`src/design/otrw_pkg.sv`:
```
// Shared types and constants of the owner-tracking reader-writer lock.
package otrw_pkg;

   localparam int unsigned MAX_READERS_DEF    = 16;
   localparam int unsigned THREAD_ID_BITS_DEF = 8;
   localparam int unsigned ID_FIELD_BITS      = 8;
   localparam int unsigned ANSWER_BITS        = 3;
   localparam int unsigned REQ_TDATA_BITS     = 16;
   localparam int unsigned RSP_TDATA_BITS     = 8;

   typedef enum logic [1:0] {
      CMD_QUERY   = 2'd0,
      CMD_LOCK    = 2'd1,
      CMD_UNLOCK  = 2'd2,
      CMD_INVALID = 2'd3
   } command_type;

   typedef enum logic [2:0] {
      ST_IDLE,
      ST_DECODE,
      ST_SCAN,
      ST_SHIFT,
      ST_DONE
   } state_type;

   localparam logic [ANSWER_BITS-1:0] QRY_UNLOCKED  = 3'd0;
   localparam logic [ANSWER_BITS-1:0] QRY_WR_MINE   = 3'd1;
   localparam logic [ANSWER_BITS-1:0] QRY_WR_OTHER  = 3'd2;
   localparam logic [ANSWER_BITS-1:0] QRY_RD_MINE   = 3'd3;
   localparam logic [ANSWER_BITS-1:0] QRY_RD_OTHERS = 3'd4;

   localparam logic [ANSWER_BITS-1:0] LOCK_REFUSED  = 3'd0;
   localparam logic [ANSWER_BITS-1:0] LOCK_GRANTED  = 3'd1;

   localparam logic [ANSWER_BITS-1:0] UNL_NOT_HELD  = 3'd0;
   localparam logic [ANSWER_BITS-1:0] UNL_RELEASED  = 3'd1;
   localparam logic [ANSWER_BITS-1:0] UNL_WR_OTHER  = 3'd2;

   typedef struct packed {
      logic [ANSWER_BITS-1:0] answer;
      logic                   bad_command;
   } result_type;

endpackage

```
`src/design/otrw_id_ram.sv`:
```
// Reader ID store: one write port, one registered read port.
module otrw_id_ram #(
   parameter int unsigned DEPTH = otrw_pkg::MAX_READERS_DEF,
   parameter int unsigned WIDTH = otrw_pkg::ID_FIELD_BITS
) (
   input  logic                                         clock,
   input  logic                                         wr_en,
   input  logic [((DEPTH > 1) ? $clog2(DEPTH) : 1)-1:0] wr_addr,
   input  logic [WIDTH-1:0]                             wr_data,
   input  logic                                         rd_en,
   input  logic [((DEPTH > 1) ? $clog2(DEPTH) : 1)-1:0] rd_addr,
   output logic [WIDTH-1:0]                             rd_data
);

   logic [WIDTH-1:0] mem_ff [DEPTH];
   logic [WIDTH-1:0] rd_data_ff;

   always_ff @(posedge clock) begin
      if (wr_en) begin
         mem_ff[wr_addr] <= wr_data;
      end
   end

   always_ff @(posedge clock) begin
      if (rd_en) begin
         rd_data_ff <= mem_ff[rd_addr];
      end
   end

   assign rd_data = rd_data_ff;

endmodule

```
`src/design/otrw_ctrl.sv`:
```
// Lock sequencer: lock state, reader list scan and compaction over the ID store.
module otrw_ctrl #(
   parameter int unsigned MAX_READERS    = otrw_pkg::MAX_READERS_DEF,
   parameter int unsigned THREAD_ID_BITS = otrw_pkg::THREAD_ID_BITS_DEF
) (
   input  logic                                     clock,
   input  logic                                     reset,
   input  logic                                     start,
   input  logic [1:0]                               command,
   input  logic [otrw_pkg::ID_FIELD_BITS-1:0]       thread_id,
   input  logic                                     read_only,
   input  logic                                     out_free,
   output logic                                     idle,
   output logic                                     done,
   output otrw_pkg::result_type                     result
);

   localparam int unsigned IdW  = (THREAD_ID_BITS < otrw_pkg::ID_FIELD_BITS) ?
                                  THREAD_ID_BITS : otrw_pkg::ID_FIELD_BITS;
   localparam int unsigned IdxW = (MAX_READERS > 1) ? $clog2(MAX_READERS) : 1;
   localparam int unsigned CntW = $clog2(MAX_READERS + 1);

   otrw_pkg::state_type   state_ff, state_in;
   otrw_pkg::command_type cmd_ff, cmd_in;
   logic [IdW-1:0]        id_ff, id_in;
   logic                  rd_ff, rd_in;
   logic                  write_held_ff, write_held_in;
   logic [IdW-1:0]        writer_id_ff, writer_id_in;
   logic [CntW-1:0]       count_ff, count_in;
   logic [CntW-1:0]       addr_ff, addr_in;
   logic                  pend_ff, pend_in;
   logic [CntW-1:0]       pend_addr_ff, pend_addr_in;
   logic [otrw_pkg::ANSWER_BITS-1:0] answer_ff, answer_in;
   logic                  bad_ff, bad_in;

   logic                  ram_wr_en;
   logic [IdxW-1:0]       ram_wr_addr;
   logic [IdW-1:0]        ram_wr_data;
   logic                  ram_rd_en;
   logic [IdW-1:0]        ram_rd_data;
   logic [CntW-1:0]       shift_dst;

   logic                  writer_match;
   logic                  count_zero;
   logic                  count_one;
   logic                  count_full;
   logic                  hit;
   logic                  scan_end;
   logic                  scan_miss;
   logic                  issue;
   logic                  go_scan;

   otrw_id_ram #(
      .DEPTH (MAX_READERS),
      .WIDTH (IdW)
   ) u_id_ram (
      .clock   (clock),
      .wr_en   (ram_wr_en),
      .wr_addr (ram_wr_addr),
      .wr_data (ram_wr_data),
      .rd_en   (ram_rd_en),
      .rd_addr (addr_ff[IdxW-1:0]),
      .rd_data (ram_rd_data)
   );

   assign writer_match = (writer_id_ff == id_ff);
   assign count_zero   = (count_ff == '0);
   assign count_one    = (count_ff == CntW'(1));
   assign count_full   = (count_ff >= CntW'(MAX_READERS));
   assign hit          = pend_ff && (ram_rd_data == id_ff);
   assign scan_end     = (addr_ff >= count_ff);
   assign scan_miss    = scan_end && !hit;
   assign issue        = ((state_ff == otrw_pkg::ST_SCAN) ||
                          (state_ff == otrw_pkg::ST_SHIFT)) && !scan_end;
   assign shift_dst    = pend_addr_ff - CntW'(1);
   assign go_scan      = !write_held_ff && !count_zero &&
                         ((cmd_ff == otrw_pkg::CMD_QUERY) ||
                          (cmd_ff == otrw_pkg::CMD_UNLOCK) ||
                          ((cmd_ff == otrw_pkg::CMD_LOCK) && (rd_ff || count_one)));

   always_comb begin
      state_in = state_ff;
      unique case (state_ff)
         otrw_pkg::ST_IDLE: begin
            if (start) state_in = otrw_pkg::ST_DECODE;
         end
         otrw_pkg::ST_DECODE: begin
            state_in = go_scan ? otrw_pkg::ST_SCAN : otrw_pkg::ST_DONE;
         end
         otrw_pkg::ST_SCAN: begin
            if (hit) begin
               state_in = (cmd_ff == otrw_pkg::CMD_UNLOCK) ? otrw_pkg::ST_SHIFT
                                                            : otrw_pkg::ST_DONE;
            end else if (scan_miss) begin
               state_in = otrw_pkg::ST_DONE;
            end
         end
         otrw_pkg::ST_SHIFT: begin
            if (scan_end) state_in = otrw_pkg::ST_DONE;
         end
         otrw_pkg::ST_DONE: begin
            if (out_free) state_in = otrw_pkg::ST_IDLE;
         end
         default: state_in = otrw_pkg::ST_IDLE;
      endcase
   end

   always_comb begin
      cmd_in        = cmd_ff;
      id_in         = id_ff;
      rd_in         = rd_ff;
      write_held_in = write_held_ff;
      writer_id_in  = writer_id_ff;
      count_in      = count_ff;
      answer_in     = answer_ff;
      bad_in        = bad_ff;
      ram_rd_en     = issue;
      pend_in       = issue;
      pend_addr_in  = addr_ff;
      addr_in       = issue ? CntW'(addr_ff + 1'b1) : addr_ff;
      ram_wr_en     = 1'b0;
      ram_wr_addr   = '0;
      ram_wr_data   = id_ff;

      unique case (state_ff)
         otrw_pkg::ST_IDLE: begin
            if (start) begin
               cmd_in    = otrw_pkg::command_type'(command);
               id_in     = thread_id[IdW-1:0];
               rd_in     = read_only;
               answer_in = '0;
               bad_in    = 1'b0;
            end
         end
         otrw_pkg::ST_DECODE: begin
            addr_in = '0;
            pend_in = 1'b0;
            unique case (cmd_ff)
               otrw_pkg::CMD_QUERY: begin
                  if (write_held_ff) begin
                     answer_in = writer_match ? otrw_pkg::QRY_WR_MINE
                                              : otrw_pkg::QRY_WR_OTHER;
                  end else begin
                     answer_in = otrw_pkg::QRY_UNLOCKED;
                  end
               end
               otrw_pkg::CMD_LOCK: begin
                  if (rd_ff) begin
                     if (write_held_ff) begin
                        if (writer_match) begin
                           // demote owner to sole reader
                           ram_wr_en     = 1'b1;
                           count_in      = CntW'(1);
                           write_held_in = 1'b0;
                           answer_in     = otrw_pkg::LOCK_GRANTED;
                        end else begin
                           answer_in = otrw_pkg::LOCK_REFUSED;
                        end
                     end else if (count_zero) begin
                        ram_wr_en = 1'b1;
                        count_in  = CntW'(1);
                        answer_in = otrw_pkg::LOCK_GRANTED;
                     end
                  end else begin
                     if (count_zero) begin
                        if (!write_held_ff) begin
                           writer_id_in  = id_ff;
                           write_held_in = 1'b1;
                           answer_in     = otrw_pkg::LOCK_GRANTED;
                        end else begin
                           answer_in = writer_match ? otrw_pkg::LOCK_GRANTED
                                                    : otrw_pkg::LOCK_REFUSED;
                        end
                     end else begin
                        answer_in = otrw_pkg::LOCK_REFUSED;
                     end
                  end
               end
               otrw_pkg::CMD_UNLOCK: begin
                  if (write_held_ff) begin
                     if (writer_match) begin
                        write_held_in = 1'b0;
                        answer_in     = otrw_pkg::UNL_RELEASED;
                     end else begin
                        answer_in = otrw_pkg::UNL_WR_OTHER;
                     end
                  end else begin
                     answer_in = otrw_pkg::UNL_NOT_HELD;
                  end
               end
               default: begin
                  answer_in = '0;
                  bad_in    = 1'b1;
               end
            endcase
         end
         otrw_pkg::ST_SCAN: begin
            if (hit) begin
               unique case (cmd_ff)
                  otrw_pkg::CMD_QUERY: answer_in = otrw_pkg::QRY_RD_MINE;
                  otrw_pkg::CMD_LOCK: begin
                     if (!rd_ff) begin
                        // promote sole reader to owner
                        count_in      = '0;
                        writer_id_in  = id_ff;
                        write_held_in = 1'b1;
                     end
                     answer_in = otrw_pkg::LOCK_GRANTED;
                  end
                  otrw_pkg::CMD_UNLOCK: begin
                     answer_in = otrw_pkg::UNL_RELEASED;
                     addr_in   = CntW'(pend_addr_ff + 1'b1);
                     pend_in   = 1'b0;
                  end
                  default: answer_in = answer_ff;
               endcase
            end else if (scan_miss) begin
               unique case (cmd_ff)
                  otrw_pkg::CMD_QUERY: answer_in = otrw_pkg::QRY_RD_OTHERS;
                  otrw_pkg::CMD_LOCK: begin
                     if (rd_ff && !count_full) begin
                        ram_wr_en   = 1'b1;
                        ram_wr_addr = count_ff[IdxW-1:0];
                        count_in    = CntW'(count_ff + 1'b1);
                        answer_in   = otrw_pkg::LOCK_GRANTED;
                     end else begin
                        answer_in = otrw_pkg::LOCK_REFUSED;
                     end
                  end
                  otrw_pkg::CMD_UNLOCK: answer_in = otrw_pkg::UNL_NOT_HELD;
                  default: answer_in = answer_ff;
               endcase
            end
         end
         otrw_pkg::ST_SHIFT: begin
            if (pend_ff) begin
               ram_wr_en   = 1'b1;
               ram_wr_addr = shift_dst[IdxW-1:0];
               ram_wr_data = ram_rd_data;
            end
            if (scan_end) begin
               count_in = CntW'(count_ff - 1'b1);
            end
         end
         otrw_pkg::ST_DONE: begin
            pend_in = 1'b0;
         end
         default: pend_in = 1'b0;
      endcase
   end

   always_ff @(posedge clock) begin
      if (reset) begin
         state_ff      <= otrw_pkg::ST_IDLE;
         write_held_ff <= 1'b0;
         writer_id_ff  <= '0;
         count_ff      <= '0;
         pend_ff       <= 1'b0;
      end else begin
         state_ff      <= state_in;
         write_held_ff <= write_held_in;
         writer_id_ff  <= writer_id_in;
         count_ff      <= count_in;
         pend_ff       <= pend_in;
      end
   end

   always_ff @(posedge clock) begin
      cmd_ff       <= cmd_in;
      id_ff        <= id_in;
      rd_ff        <= rd_in;
      addr_ff      <= addr_in;
      pend_addr_ff <= pend_addr_in;
      answer_ff    <= answer_in;
      bad_ff       <= bad_in;
   end

   assign idle               = (state_ff == otrw_pkg::ST_IDLE);
   assign done               = (state_ff == otrw_pkg::ST_DONE);
   assign result.answer      = answer_ff;
   assign result.bad_command = bad_ff;

endmodule

```
`src/design/owner_tracking_rw_lock_unit.sv`:
```
// Top level of the owner-tracking reader-writer lock with its response register.
//
// Requests arrive on the req_ stream: req_tuser carries the command (query, lock,
// unlock; the fourth code is flagged as bad), req_tdata the thread ID in bits 7:0
// and the read-only flag in bit 8. Each request gives exactly one response on the
// rsp_ stream: the answer code in rsp_tdata[2:0] and the bad-command flag in
// rsp_tuser.
// Requests are handled one at a time; req_tready is low from acceptance until the
// response is loaded into the output register. A request that needs no scan of the
// reader list goes from decode straight to done; otherwise the list of N readers is
// scanned until a hit or its end, and a reader unlock scans up to the caller's entry
// and then moves the later entries down one place. Both loops run over the single
// read port of the reader ID store, one entry per cycle.
// Reset empties the lock (no writer, no readers) and drops any pending response.
// While rsp_tready is low the response holds in its register, and a finished
// request waits there, so no further request is taken until the response leaves.
module owner_tracking_rw_lock_unit #(
   parameter int unsigned MAX_READERS    = otrw_pkg::MAX_READERS_DEF,
   parameter int unsigned THREAD_ID_BITS = otrw_pkg::THREAD_ID_BITS_DEF
) (
   input  logic                                  clock,
   input  logic                                  reset,
   input  logic                                  req_tvalid,
   output logic                                  req_tready,
   input  logic [otrw_pkg::REQ_TDATA_BITS-1:0]   req_tdata,  // thread_id, read_only
   input  logic [1:0]                            req_tuser,  // command
   output logic                                  rsp_tvalid,
   input  logic                                  rsp_tready,
   output logic [otrw_pkg::RSP_TDATA_BITS-1:0]   rsp_tdata,  // answer
   output logic                                  rsp_tuser   // bad_command
);

   logic                 ctrl_idle;
   logic                 ctrl_done;
   otrw_pkg::result_type ctrl_result;
   logic                 out_free;
   logic                 load;

   logic                 rsp_valid_ff, rsp_valid_in;
   otrw_pkg::result_type rsp_result_ff;

   otrw_ctrl #(
      .MAX_READERS    (MAX_READERS),
      .THREAD_ID_BITS (THREAD_ID_BITS)
   ) u_ctrl (
      .clock     (clock),
      .reset     (reset),
      .start     (req_tvalid && ctrl_idle),
      .command   (req_tuser),
      .thread_id (req_tdata[otrw_pkg::ID_FIELD_BITS-1:0]),
      .read_only (req_tdata[otrw_pkg::ID_FIELD_BITS]),
      .out_free  (out_free),
      .idle      (ctrl_idle),
      .done      (ctrl_done),
      .result    (ctrl_result)
   );

   assign out_free = !rsp_valid_ff || rsp_tready;
   assign load     = ctrl_done && out_free;

   always_comb begin
      rsp_valid_in = rsp_valid_ff;
      if (load) begin
         rsp_valid_in = 1'b1;
      end else if (rsp_tready) begin
         rsp_valid_in = 1'b0;
      end
   end

   always_ff @(posedge clock) begin
      if (reset) begin
         rsp_valid_ff <= 1'b0;
      end else begin
         rsp_valid_ff <= rsp_valid_in;
      end
   end

   always_ff @(posedge clock) begin
      if (load) begin
         rsp_result_ff <= ctrl_result;
      end
   end

   assign req_tready = ctrl_idle;
   assign rsp_tvalid = rsp_valid_ff;
   assign rsp_tdata  = {{(otrw_pkg::RSP_TDATA_BITS - otrw_pkg::ANSWER_BITS){1'b0}},
                        rsp_result_ff.answer};
   assign rsp_tuser  = rsp_result_ff.bad_command;

   a_bad_answer_zero : assert property (@(posedge clock) disable iff (reset)
      rsp_tvalid && rsp_tuser |-> rsp_tdata == '0)
      else $error("bad command response carries a non-zero answer");

   a_answer_range : assert property (@(posedge clock) disable iff (reset)
      rsp_tvalid |-> rsp_tdata <= otrw_pkg::RSP_TDATA_BITS'(otrw_pkg::QRY_RD_OTHERS))
      else $error("answer code out of range");

   a_busy_after_accept : assert property (@(posedge clock) disable iff (reset)
      req_tvalid && req_tready |=> !req_tready)
      else $error("request taken while previous one still in progress");

   a_load_when_busy : assert property (@(posedge clock) disable iff (reset)
      load |-> !req_tready)
      else $error("response loaded while sequencer idle");

endmodule
```
`config.mk`:
```
export PLATFORM = sky130hd
export DESIGN_NAME = owner_tracking_rw_lock_unit
export DESIGN_NICKNAME = d
export VERILOG_FILES = /design/src/design/otrw_pkg.sv /design/src/design/otrw_id_ram.sv /design/src/design/otrw_ctrl.sv /design/src/design/owner_tracking_rw_lock_unit.sv
export SDC_FILE = /design/constraint.sdc
export NUM_CORES = 1
export LEC_CHECK = 0
export ABC_AREA = 1
export BUFFER_PORTS_ARGS = -buffer_cell sky130_fd_sc_hd__buf_4
export CORE_ASPECT_RATIO = 1.25
export CORE_MARGIN = 2
export CORE_UTILIZATION = 55
export CTS_CLUSTER_SIZE = 14
export DETAILED_ROUTE_END_ITERATION = 16
export HOLD_SLACK_MARGIN = 0.15
export PLACE_DENSITY = 0.78
export RECOVER_POWER = 100
export SETUP_SLACK_MARGIN = 0.05
export SYNTH_ARGS = -nofsm -noshare
export SYNTH_HDL_FRONTEND = slang
export SYNTH_SLANG_ARGS = --single-unit
export TNS_END_PERCENT = 5
```
`constraint.sdc`:
```
create_clock -name clock -period 2.6 [get_ports clock]
set_input_delay 0.13 -clock clock [delete_from_list [all_inputs] [get_ports clock]]
set_output_delay 0.13 -clock clock [all_outputs]
set_load 0.01 [all_outputs]
```
**Word level (Yosys, flattened, before mapping)**

Memories as Yosys holds them, arrays and structs flattened. A register that Yosys moved wholly into a read port is not among the register bits.
Cells that the tools add are included.

- $add $sub $neg: 5
- $mul: 0
- Div/mod/pow operators: 0
- Magnitude comparators: 2
- Eq/ne operators: 33
- Shift operators: 0
- Mux-type cells: 87
- Bitwise operators: 0
- Reduce and logical (&&, ||, !) cells: 39

Operator list:

| cell | count |
|---|---|
| $mux W5 | 15 |
| $mux W8 | 9 |
| $mux W3 | 13 |
| $mux W1 | 29 |
| $mux W4 | 5 |
| $pmux W3 S3 | 2 |
| $eq A8 B8 Y1 | 2 |
| $pmux W8 S2 | 1 |
| $add A5 B1 Y5 const B | 3 |
| $pmux W3 S5 | 1 |
| $pmux W5 S3 | 1 |
| $ne A2 B1 Y1 const B | 7 |
| $ne A3 B3 Y1 const B | 4 |
| $pmux W3 S2 | 2 |
| $reduce_and A6 Y1 | 2 |
| $reduce_and A11 Y1 | 1 |
| $ne A2 B2 Y1 const B | 5 |
| $pmux W5 S2 | 1 |
| $logic_and A1 B1 Y1 | 9 |
| $ne A3 B1 Y1 const B | 3 |
| $pmux W1 S2 | 4 |
| $pmux W4 S2 | 1 |
| $reduce_and A8 Y1 | 1 |
| $eq A3 B2 Y1 const B | 2 |
| 28 further kinds | 43 |

- Bits in registers: 48
- Latch bits: 0
- Bits in writable memories: 128
- Memory bits (read-only): 0
- Output and inout bits: 11
- Word-level logic and storage cells: 182
- Memories kept: 1

Memories:

| memory | depth | width | rd ports | clocked after memory_dff | write ports | RTL line | source |
|---|---|---|---|---|---|---|---|
| u_ctrl.u_id_ram.mem_ff | 16 | 8 | 1 | 1 | 1 | otrw_id_ram.sv:15 | `logic [WIDTH-1:0] mem_ff [DEPTH];` |

**Depth between registers and ports, before layout**

- Word-level depth: 10
- Gate-level depth with buffers: 15
- Gate-level depth less buffers: 14

**Hierarchy**

Synthesis repeated with hierarchy kept, for this count alone.

- Cells, all modules: 982
- Area total of the unflattened synthesis: 8984.9 µm²

By module, submodules not included:

| module | instances | cells an instance | area an instance (µm²) |
|---|---|---|---|
| otrw_id_ram | 1 | 551 | 5846.9 |
| otrw_ctrl | 1 | 413 | 2921.6 |
| owner_tracking_rw_lock_unit | 1 | 18 | 216.5 |

**Worst setup path before layout**

OpenSTA, ideal clock, no wires.

- Path kind: reg-to-reg
- Start point: register u_ctrl.addr_ff[0]
- End point: memory u_ctrl.u_id_ram.mem_ff[4][0] (netlist bit), enable pin
- Setup time: 0.370 ns
- Arrival: 2.208 ns
- Data required time: 2.230 ns
- Path slack: 0.022 ns
- Cell stages (with the launch flop): 13
- Period minus slack after synthesis: 2.578 ns
- Cell sequence: dfxtp_1 > clkinv_1 > clkbuf_1 > ha_1 > nor2_1 > nor2_1 > nor3_1 > nor2_1 > nand3_1 > nand2_1 > inv_1 > nand2_1 > nor2_1

- Cells in the longest elaborated chain, start to end: 7

Ends and longest elaborated chain:

| what | RTL line | source |
|---|---|---|
| start, declared | otrw_ctrl.sv:30 | `logic [CntW-1:0] addr_ff, addr_in;` |
| start signal, assigned | otrw_ctrl.sv:272 | `addr_ff <= addr_in;` |
| $ge A5 B5 Y1 (*) | otrw_ctrl.sv:71 | `assign scan_end = (addr_ff >= count_ff);` |
| $logic_and A1 B1 Y1 (*) | otrw_ctrl.sv:72 | `assign scan_miss = scan_end && !hit;` |
| $mux W1 | otrw_ctrl.sv:217 | `end else if (scan_miss) begin` |
| $mux W1 | otrw_ctrl.sv:198 | `if (hit) begin` |
| $pmux W1 S3 | otrw_ctrl.sv:125 | `unique case (state_ff)` |
| $mux W1 | otrw_id_ram.sv:19 | `if (wr_en) begin` |
| $mux W1 (not written as such) | otrw_id_ram.sv:20 | `mem_ff[wr_addr] <= wr_data;` |
| end, declared | otrw_id_ram.sv:15 |  |

Every way passes the cells marked *; elsewhere a longest branch is shown, timed or not.

**Worst setup path in the final report**

- Start point: register u_ctrl.count_ff[4]
- End point: memory u_ctrl.u_id_ram.mem_ff[9][5] (netlist bit), enable pin

- Cells in the longest elaborated chain, start to end: 10

Ends and longest elaborated chain:

| what | RTL line | source |
|---|---|---|
| start, declared | otrw_ctrl.sv:29 | `logic [CntW-1:0] count_ff, count_in;` |
| start signal, assigned | otrw_ctrl.sv:263 | `count_ff <= count_in;` |
| $ge A5 B5 Y1 | otrw_ctrl.sv:69 | `assign count_full = (count_ff >= CntW'(MAX_READERS));` |
| $logic_not A1 Y1 | otrw_ctrl.sv:221 | `if (rd_ff && !count_full) begin` |
| $logic_and A1 B1 Y1 | otrw_ctrl.sv:221 |  |
| $mux W1 | otrw_ctrl.sv:221 |  |
| $mux W1 | otrw_ctrl.sv:218 | `unique case (cmd_ff)` |
| $mux W1 | otrw_ctrl.sv:217 |  |
| $mux W1 | otrw_ctrl.sv:198 |  |
| $pmux W1 S3 | otrw_ctrl.sv:125 |  |
| $mux W1 | otrw_id_ram.sv:19 |  |
| $mux W1 (not written as such) | otrw_id_ram.sv:20 |  |

Several ways; a longest one is shown, not always the timed one.

==> results.tsv <==
stage	metric	value	unit
power	Internal	4.97	mW
clocking	CTS Buf Count	17	
final_layout	area of the multi-input gates	2670	µm²
place	DP HPWL	11400	µm
grt	initial antenna violation count	0	
timing	unrepaired setup endpoints after global routing	no	
worst_setup_path	critical path data arrival time	2.58	ns
route	highest layer used for signal routing	met4	
timing	Max Slew Vio Count	0	
die	CORE AREA	14900	µm²
outcome	status	finished clean	
route	Vias	5869	
die	Initial Util	0.558	
route	Detailed Routing Iterations Pass 1	6	
logic_synthesis	EDFF count, synth	155	
logic_synthesis	post-synthesis instance total	790	
timing	Final min period	2.46	ns
run	maxcap violations	0	
timing	Final Hold Slack	0.182	ns
place	Placement Setup Slack	0.161	ns
worst_setup_path	Startpoint Class	flop	
worst_setup_path	Worst Path Required	2.72	ns
die	Die Ht	141	µm
place	port bufs	20	
logic_synthesis	ys flop type	edfxtp_1	
logic_synthesis	post-synthesis mux area share	0.0169	
final_layout	number of fill cells	1141	
route	drt wl/cell	16.8	µm
clocking	Clock transition at path regs	0.07	ns
clocking	root buffer cell	clkbuf_16	
route	Initial DRC Count	642	
logic_synthesis	XOR/XNOR Fraction of Synth Area	0.0179	
logic_synthesis	synth unique cells	37	
logic_synthesis	Synth async-reset ratio	0	
final_layout	Register Area	5240	µm²
clocking	Clock Path Buffers	2	
clocking	H-tree Lvls	4	
logic_synthesis	Warnings, synthesis	0	
power	switching share of power	0.266	
power	Peak VDD IR	0.536	mV
power	Comb pwr share	0.121	
grt	global route overflow	0	
route	met3 wire len	1040	µm
worst_setup_path	CP Class	flop to flop	
logic_synthesis	post-synthesis sequential area ratio	0.631	
grt	overall global routing resource usage	0.225	
route	M1 wire length	7020	µm
grt	largest net degree at the start of global routing	69	
die	# IOs	33	
worst_setup_path	Worst setup EP type	flop	
timing	Worst Slack Setup Final	0.139	ns
logic_synthesis	Cell Area, Synth	8300	µm²
final_layout	layout cell share with drive strength beyond 1	0.114	
route	antenna viol nets, final	0	
timing	period utilisation layout	0.947	
power	Psw	1.80	mW
final_layout	nets@finish	889	
clocking	clock sink count	184	
timing	total negative slack	0	ns
logic_synthesis	simple logic cell fraction of the synthesized area	0.175	
logic_synthesis	Mapped Avg Cell Area	10.5	µm²
grt	global-route wire length before repair	27600	µm
clocking	Worst-Skew Late Latency	0.43	ns
final_layout	post-layout util	0.635	
power	Clock Power Share	0.376	
power	Power Dens Cells	716	nW/µm²
logic_synthesis	combinational family with the most area after synthesis	simple AND/OR/NAND/NOR gates	
timing	FMAX	406	MHz
die	width of the die	114	µm
route	Via density	5.61	
route	Post-Route WL	17600	µm
grt	number of global-route vias before repair	5550	
power	sequential share of power	0.503	
final_layout	Antenna Cells	0	
route	routed wl met2	8970	µm
die	# rows	50	
timing	# setup viols final	0	
timing	Slew @ Worst Pin	1.21	ns
logic_synthesis	Compound-Gate Fraction of Synth Area	0.0879	
power	Leakage	3.48	nW
worst_hold_path	worst min-delay path class	input port to flop	
die	Die ar.	16100	µm²
timing	Slew headroom	0.196	
timing	clock skew	0.00861	ns
route	# DRC	0	
clocking	CTS tree	done	
logic_synthesis	Synth Area in Adders	0.0226	
logic_synthesis	Yosys reg bits	184	
place	GPL Wtd Cong	0.909	
worst_setup_path	CP Max Fanout	8	
timing	Final Hold Viols	0	
final_layout	Syn-to-layout area delta	13.9	%
cells by family (layout without fill, tap and decap cells):
| logic type | Yosys count | count (layout) |
|---|---|---|
| AOI/OAI and AO/OA | 116 | 116 |
| and+or+nand+nor | 344 | 344 |
| other | 1 | 5 |
| buffers and inverters | 99 | 170 |
| DFF | 184 | 184 |
| muxes | 14 | 14 |
| xor gates and xnor gates | 17 | 17 |
| adders and majority gates | 15 | 15 |
state kept, by name, summed over array words and instances (netlist names):
| register | count |
|---|---|
| u_ctrl.write_held_ff | 1 |
| u_ctrl.count_ff | 5 |
| u_ctrl.id_ff | 8 |
| u_ctrl.rd_ff | 1 |
| u_ctrl.u_id_ram.mem_ff | 128 |
| u_ctrl.writer_id_ff | 8 |
| u_ctrl.pend_addr_ff | 5 |
| u_ctrl.state_ff | 3 |
| rsp_tdata | 3 |
| u_ctrl.u_id_ram.rd_data | 8 |
| rsp_tuser | 1 |
| u_ctrl.cmd_ff | 2 |
| u_ctrl.bad_ff | 1 |
| rsp_tvalid | 1 |
| u_ctrl.addr_ff | 5 |
| u_ctrl.answer_ff | 3 |
| u_ctrl.pend_ff | 1 |
per-layer routing:
metal,global-route usage,vias up
met3,0.0581,44
met2,0.390,224
met1,0.264,2734
li1,-,2867
met4,0.0995,0
met5,0,-
layout by cell type, fill, tap and decap left out, types with 2 or more instances in the layout:
master / n
edfxtp_1: 155
nand2_1: 135
nor2_1: 132
inv_1: 57
o21ai_0: 53
nand3_1: 51
dfxtp_1: 27
buf_4: 19
o32ai_1: 18
clkbuf_16: 17
a21oi_1: 15
ha_1: 15
mux2i_1: 14
o221ai_1: 14
dlygate4sd3_1: 13
clkbuf_4: 13
clkbuf_2: 13
xor2_1: 12
clkbuf_1: 12
nand4_1: 7
o211ai_1: 6
inv_2: 6
xnor2_1: 5
nor2_2: 5
clkinv_1: 5
conb_1: 5
inv_8: 5
o22ai_1: 4
nor3_1: 4
inv_6: 4
nand2_2: 3
nor2_4: 2
buf_2: 2
dfxtp_2: 2
cells in the mapped netlist, types with 3 or more instances:
master	number	area, µm²
nor2_4	3	33.8
mux2i_1	14	140
nand3_1	51	255
inv_2	9	33.8
ha_1	15	188
nor3_1	5	25.0
xnor2_1	5	43.8
o32ai_1	18	158
nor2_2	5	31.3
edfxtp_1	155	4650
a21oi_1	16	80.1
xor2_1	12	105
nor2_1	131	492
clkbuf_1	19	71.3
nand2_2	5	31.3
o211ai_1	6	45.0
o22ai_1	4	25.0
o21ai_0	53	265
buf_4	5	37.5
nand4_1	7	43.8
dfxtp_1	29	581
clkinv_1	4	15.0
buf_2	7	35.0
o221ai_1	14	123
nand2_1	133	499
inv_1	54	203
metrics by stage:
step,area [µm²],power (mW),instances
after global placement,8820,4.25,1001
after CTS,9530,6.80,1046
final,9460,6.77,1047
after floorplan,8320,4.01,794
after global routing,9460,7.03,1047
after detailed placement,8820,4.27,1001
what timing repair did:
action	in CTS	in global routing
hold buffers	13	0
buffers inserted	0	1
setup endpoints to repair	0	129
endpoints found under the hold margin	17	0
resized for setup	0	4
power by group through the flow:
stage	combinational, mW	clock (mW)	sequential, mW
after floorplan	0.553	0	3.46
after global placement	0.785	0	3.47
after detailed placement	0.806	0	3.47
after CTS	0.831	2.57	3.40
after global routing	0.909	2.71	3.41
final	0.819	2.54	3.41
final cells by class:
type / instances / area share
Clock buffer: 18 / 0.0454
Clock inverter: 14 / 0.0163
Inverter: 67 / 0.0266
Multi-Input combinational cell: 511 / 0.283
Sequential cell: 184 / 0.554
Tap cell: 182 / 0.0241
Timing Repair Buffer: 71 / 0.0515
final timing paths:
check | start | to | slack (ns) | depth (start not counted)
worst max-delay path | u_ctrl.count_ff[4] | u_ctrl.u_id_ram.mem_ff[9][5] | 0.14 | 11
worst min-delay path | req_tvalid | u_ctrl.state_ff[0] | 0.18 | 5
worst max register to register | u_ctrl.count_ff[4] | u_ctrl.u_id_ram.mem_ff[9][5] | 0.14 | 11
worst min register to register | u_ctrl.addr_ff[4] | u_ctrl.pend_addr_ff[4] | 0.42 | 0
critical path, cell delays in order (launching register included):
cell and delay (ns):
dfxtp_2 0.37, inv_1 0.11, ha_1 0.32, a21o_1 0.21, nor3_2 0.23, nor2_2 0.11
nand4_1 0.09, nand2_1 0.13, inv_1 0.12, nand2_1 0.10, nor2_1 0.12, clkbuf_2 0.26
Power figures use the tool's default switching activity.
